===== config.mk =====
export PLATFORM = sky130hd
export DESIGN_NAME = lhp_ctrl
export DESIGN_NICKNAME = d
export VERILOG_FILES = /design/src/rtl/lhp_pkg.sv /design/src/rtl/lhp_ctrl.sv
export SDC_FILE = /design/constraint.sdc
export NUM_CORES = 1
export LEC_CHECK = 0
export ABC_AREA = 0
export BUFFER_PORTS_ARGS = -buffer_cell sky130_fd_sc_hd__buf_4
export CAP_MARGIN = 30
export CELL_PAD_IN_SITES_DETAIL_PLACEMENT = 1
export CELL_PAD_IN_SITES_GLOBAL_PLACEMENT = 1
export CORE_MARGIN = 2
export CORE_UTILIZATION = 34
export DETAILED_ROUTE_END_ITERATION = 12
export PLACE_DENSITY_LB_ADDON = 0.1
export SLEW_MARGIN = 20
export SYNTH_ARGS = -nofsm -noshare
export SYNTH_HDL_FRONTEND = slang
export SYNTH_SLANG_ARGS = --single-unit

===== constraint.sdc =====
create_clock -name clock -period 3.2 [get_ports clock]
set_input_delay 0.32 -clock clock [delete_from_list [all_inputs] [get_ports clock]]
set_output_delay 0.32 -clock clock [all_outputs]
set_load 0.02 [all_outputs]

===== src/rtl/lhp_pkg.sv =====
package lhp_pkg;

   // Default histogram size
   localparam int NUM_BUCKETS_DEF = 1024;

   // Field widths of the transactions
   localparam int BUCKET_W = 10;
   localparam int NS_W     = 40;
   localparam int PPM_W    = 20;
   localparam int CNT_W    = 32;
   localparam int SUM_W    = 64;

   // Stream data widths, padded to whole bytes
   localparam int REQ_DATA_W = 64;
   localparam int RSP_DATA_W = 112;
   localparam int RSP_PAD_W  = RSP_DATA_W - BUCKET_W - CNT_W - SUM_W;

   // Nanosecond to microsecond rounding: ceil(ns / 1000) through a reciprocal.
   // The reciprocal ceil(2^41 / 1000) is exact for every dividend below 2^31.
   localparam int                    NS_PER_US      = 1000;
   localparam int                    NS_ROUND_UP    = 999;
   localparam int                    US_X_W         = NS_W + 1;
   localparam int                    US_MUL_W       = 31;
   localparam int                    US_RECIP_W     = 32;
   localparam int                    US_PROD_W      = US_MUL_W + US_RECIP_W;
   localparam int                    US_RECIP_SHIFT = 41;
   localparam logic [US_RECIP_W-1:0] US_RECIP       = 32'd2199023256;

   // Percentile target: ceil(count * ppm / 1000000)
   localparam int QPROD_W      = CNT_W + PPM_W;
   localparam int DVD_W        = QPROD_W + 1;
   localparam int DIVISOR_W    = 20;
   localparam int TGT_W        = 34;
   localparam int PPM_SCALE    = 1000000;
   localparam int PPM_ROUND_UP = 999999;

   localparam logic [CNT_W-1:0] CNT_MAX = '1;

   // Controller states
   typedef enum logic [3:0] {
      ST_CLEAR,
      ST_IDLE,
      ST_LOAD,
      ST_REC_MUL,
      ST_REC_IDX,
      ST_REC_READ,
      ST_REC_WRITE,
      ST_QRY_DSTART,
      ST_QRY_DIV,
      ST_QRY_WINIT,
      ST_QRY_WALK,
      ST_QRY_DONE
   } lhp_state_type;

   // Commands from the controller to the datapath
   typedef struct packed {
      logic clear_step;
      logic capture;
      logic load;
      logic rec_mul;
      logic rec_idx;
      logic rec_commit;
      logic div_start;
      logic walk_init;
      logic walk_run;
      logic zero_answer;
      logic qry_commit;
   } lhp_cmd_type;

   // Status from the datapath to the controller
   typedef struct packed {
      logic clear_last;
      logic is_query;
      logic count_zero;
      logic div_done;
      logic walk_done;
      logic out_free;
   } lhp_status_type;

   // Saturating increment of a counter
   function automatic logic [CNT_W-1:0] sat_inc(input logic [CNT_W-1:0] value);
      logic [CNT_W-1:0] result;
      result = (value == CNT_MAX) ? value : value + CNT_W'(1);
      return result;
   endfunction

endpackage


===== src/rtl/lhp_ctrl.sv =====
module lhp_ctrl (
   input  logic                     clock,
   input  logic                     reset,
   input  logic                     req_tvalid,
   output logic                     req_tready,
   input  lhp_pkg::lhp_status_type  status,
   output lhp_pkg::lhp_cmd_type     cmd
);
   import lhp_pkg::*;

   lhp_state_type state_ff;
   lhp_state_type state_in;

   // State register; reset starts the clearing pass.
   always_ff @(posedge clock) begin
      if (reset) begin
         state_ff <= ST_CLEAR;
      end else begin
         state_ff <= state_in;
      end
   end

   // Next state and commands.
   always_comb begin
      state_in   = state_ff;
      cmd        = '0;
      req_tready = 1'b0;
      unique case (state_ff)
         ST_CLEAR: begin
            cmd.clear_step = 1'b1;
            if (status.clear_last) begin
               state_in = ST_IDLE;
            end
         end
         ST_IDLE: begin
            req_tready  = 1'b1;
            cmd.capture = req_tvalid;
            if (req_tvalid) begin
               state_in = ST_LOAD;
            end
         end
         ST_LOAD: begin
            cmd.load = 1'b1;
            if (!status.is_query) begin
               state_in = ST_REC_MUL;
            end else if (status.count_zero) begin
               cmd.zero_answer = 1'b1;
               state_in        = ST_QRY_DONE;
            end else begin
               state_in = ST_QRY_DSTART;
            end
         end
         ST_REC_MUL: begin
            cmd.rec_mul = 1'b1;
            state_in    = ST_REC_IDX;
         end
         ST_REC_IDX: begin
            cmd.rec_idx = 1'b1;
            state_in    = ST_REC_READ;
         end
         ST_REC_READ: begin
            state_in = ST_REC_WRITE;
         end
         ST_REC_WRITE: begin
            if (status.out_free) begin
               cmd.rec_commit = 1'b1;
               state_in       = ST_IDLE;
            end
         end
         ST_QRY_DSTART: begin
            cmd.div_start = 1'b1;
            state_in      = ST_QRY_DIV;
         end
         ST_QRY_DIV: begin
            if (status.div_done) begin
               state_in = ST_QRY_WINIT;
            end
         end
         ST_QRY_WINIT: begin
            cmd.walk_init = 1'b1;
            state_in      = ST_QRY_WALK;
         end
         ST_QRY_WALK: begin
            cmd.walk_run = 1'b1;
            if (status.walk_done) begin
               state_in = ST_QRY_DONE;
            end
         end
         ST_QRY_DONE: begin
            if (status.out_free) begin
               cmd.qry_commit = 1'b1;
               state_in       = ST_IDLE;
            end
         end
         default: begin
            state_in = ST_IDLE;
         end
      endcase
   end

endmodule


==> results.md <==
Run status:
- The flow ran to the end, and the final reports show no timing, DRC or antenna violations.

STA:
- The top achievable clock speed is 517 MHz.
- Setup repair after global routing left no endpoint under its margin.
- The number of endpoints with negative hold slack in the final report is 0.
- Between clock sinks in the finished design, the worst skew comes to 6.66 ps.
- The count of pins over their slew limit was 0.
- After routing, the total negative slack on setup checks comes to 0 ps.
- The actual slew at the worst max-slew pin is between 500 and 600 ps.
- Subtracting the final worst setup slack from the clock period gives 1940 ps.
- In this run the tightest slew margin relative to its limit is 0.613.
- The final setup violation count is 0.
- The final cycle utilization of the critical path is 0.605.

Pwr:
- The total power density per cell area is approximately 810 nW/um^2.
- The leakage dissipation is 0.000260 uW.
- IR analysis of the VDD net gives a maximum drop of between 500 and 600 uV.
- The overall power of the completed layout is 503 uW.

Min path:
- The min-delay analysis places its worst path in the category input pin to register.

Clocking:
- The clock latency reported for the late side of the worst-skew pair is between 200 and 250 ps.
- CTS built an H-tree with a depth of 1.
- The clock-pin transition on the worst setup and hold timing paths is 40 ps.
- The hold buffer count at cts is 0.
- The buffer depth of the longest clock path is 2.
- TritonCTS built the clock tree.
- The count of cells resized by post-cts repair is 0.
- In this run the clock root is driven by a clkbuf_4.
- For this design, the sink count on the clock tree is 4.
- The post-CTS setup-driven buffer insertion count is 0.
- Clock tree synthesis inserted a total of 3 buffers.

Final layout:
- The share of post-route cells with drive strength above 1 is 0.481.
- In the final layout, the registers with the most flip-flops are state_ff x4.
- After the last flow step, the layout net total stands at 88.
- The finished layout holds approximately 90 standard cells, fillers aside.
- The register with the most flip-flops in the layout has 4 of them.
- The relative area change from synthesis to final layout is 28.2%.
- 0 antenna diodes ended up in the layout.
- Summing all flip-flop and latch instances after layout gives 80.1 um^2.
- The post-route standard cell area excluding fillers is 619 um^2.
- The number of fillers in the final layout is around 170.
- The register containing the most flip-flops in the final layout is state_ff.
- Summing all multi-input logic gate instances after layout gives about 340 um^2.

GRT:
- In the global route stage, overall resource usage came out at 0.149.
- The first global-routing pass estimated between 1500 and 2000 um of wire.
- The number of global-route vias before repair is around 440.
- The maximum number of pins on one net before global-route repair is 19.
- The initial antenna violation count is 0.
- The final global-route overflow total is 0.

Route:
- For this run, the detailed router's first-pass iteration total came to 2.
- The post-route antenna net violation count is 0.
- The initial detailed-routing violation count is 3.
- In the routed design, unresolved DRC markers number 0.
- Dividing the detail-routed wire length by the instance count gives 13.3 um.
- After detailed routing, the number of vias per cell comes to ~5.4.
- The final routed wirelength across all metal layers is 1230 um.
- The via count of the routed design is 497.

Setup path:
- The worst setup path is of the register to output port kind.
- The largest fanout on the critical path is 14.
- On the worst path, the slowest cell contributes a delay of roughly 640 ps.
- The logic depth of the worst path, buffers included is 4.
- The startpoint identified for the worst register-to-register timing path is state_ff[3].
- The logic depth of the worst register-to-register path is 4.
- The worst-path cell with the longest stage delay is dfxtp_1.
- The kind of end point of the critical path is an output port.
- In this run the worst setup path begins at state_ff[0].
- Following the worst setup path forward leads to its endpoint at cmd[9].
- The endpoint arrival time on the critical path is 1620 ps.
- The critical path launch point type is a register.
- The signal on the critical path passes through nand2b_1 -> nor3_1 -> and2_1 -> buf_4.
- The gate family responsible for the most delay along the worst path is flip-flops.
- STA puts the critical path data required time at 2880 ps.
- The buffers plus inverters on the worst setup path is 1.
- The worst register-to-register path ends at state_ff[1].
- In this run the register-to-register setup slack is about 1600 ps.

Logic synthesis:
- The Yosys step of the flow raised 0 warnings.
- The mean post-synth cell area is 8.19 um^2.
- In the synthesized netlist the dominant register cell turns out to be dfxtp_1.
- The synthesized netlist contains 29 unique library cells.
- Yosys attributes the largest share of cell area to dfxtp_1 17%, nor3_1 8.3%, nor3b_2 7.8%.
- The synthesized net count is 68.
- The synthesized design contains 0 enable-type register cells.
- The synthesis-stage register bit count is 4.
- The fraction of post-synthesis cell area in the top cell type by area is 0.166.
- The share of synthesized registers carrying an async set or reset is 0.
- The most instantiated library cell after synthesis is nor3_1.
- After synthesis, the most frequently instantiated cells are 8 x nor3_1, 6 x nor2_1, 4 x dfxtp_1.
- Synthesis handed over a netlist of 59 instances.
- Of all cell types, the one taking the most synthesized area is dfxtp_1.
- The total standard cell area after synthesis is roughly 480 um^2.
- The sequential share of the synthesized area is 0.166.

Floorplan:
- The total I/O pin count is 21.
- From bottom edge to top edge, the die measures 41.7 um.
- Row generation in the floorplan step produced 13 rows.
- The horizontal die dimension is 41.7 um.
- After floorplanning, the core was sized to cover 1320 um^2.
- The die covers 1740 um^2.
- The starting density of the core is 0.367.

Place:
- The cell area after placement is 597 um^2.
- The count of placed standard cells including taps is 89.
- The placer's final routability congestion estimate is ~0.74.
- The detailed placement HPWL is 923 um.
- Port buffering added 20 buffers.

Job:
- Across the run, the number of max-cap violations was 0.
cell families after synthesis:
logic type	share of synthesized area
buffers and inverters	0.130
DFF	0.166
AOI/OAI and AO/OA	0.238
and+or+nand+nor	0.466
report_power, final:
group          total (uW)  internal, uW  switching (uW)
sequential            146          69.0            76.7
combinational         294           142             152
clock                63.4          42.0            21.4
worst reg2reg max path, cell delays in order (launching register included):
cell	delay, ps
dfxtp_1	680
and3b_1	270
o211ai_2	110
and2_4	190
a311oi_1	270
worst min-delay path by stage:
stage	startpoint	end	slack (ps)	cells past startpoint
after floorplan	reset	state_ff[0]	390	1
after global placement	reset	state_ff[3]	510	2
after detailed placement	reset	state_ff[0]	520	2
after CTS	reset	state_ff[0]	260	2
after global routing	reset	state_ff[0]	260	2
final	reset	state_ff[0]	270	2
final cells by class:
type,count,area share
Clock buffer,3,0.0364
Inverter,2,0.0121
Tap cell,15,0.0303
Sequential cell,4,0.129
Timing Repair Buffer,20,0.242
Multi-Input combinational cell,48,0.549
layout by cell type, fill, tap and decap left out, types with 2 or more instances in the layout:
master and instances:
buf_4 20, nand2b_1 3, nand2_1 2, nor3b_2 3
nor3_1 8, a311oi_1 3, o21ai_2 2, nor4_1 2
a21oi_1 3, dfxtp_1 4, nor2_1 6, clkbuf_4 3
inv_1 2, a31oi_1 2
per-stage QoR:
stage                util  hold WS, ps  setup WS (ps)
floorplan               -          392           1420
global placement    0.453          511           1550
detailed placement  0.453          516           1530
CTS                 0.470          257           1250
global route        0.470          264           1100
finish              0.470          266           1260
layer usage:
| metal | vias to the layer above | global-route usage | wire length (um) |
|---|---|---|---|
| met4 | 0 | 0.0387 | 13 |
| met1 | 232 | 0.177 | 566 |
| met3 | 2 | 0.0522 | 40 |
| met5 | - | 0 | 0 |
| met2 | 11 | 0.253 | 607 |
| li1 | 252 | - | - |
(Power assumes the default switching activity.)
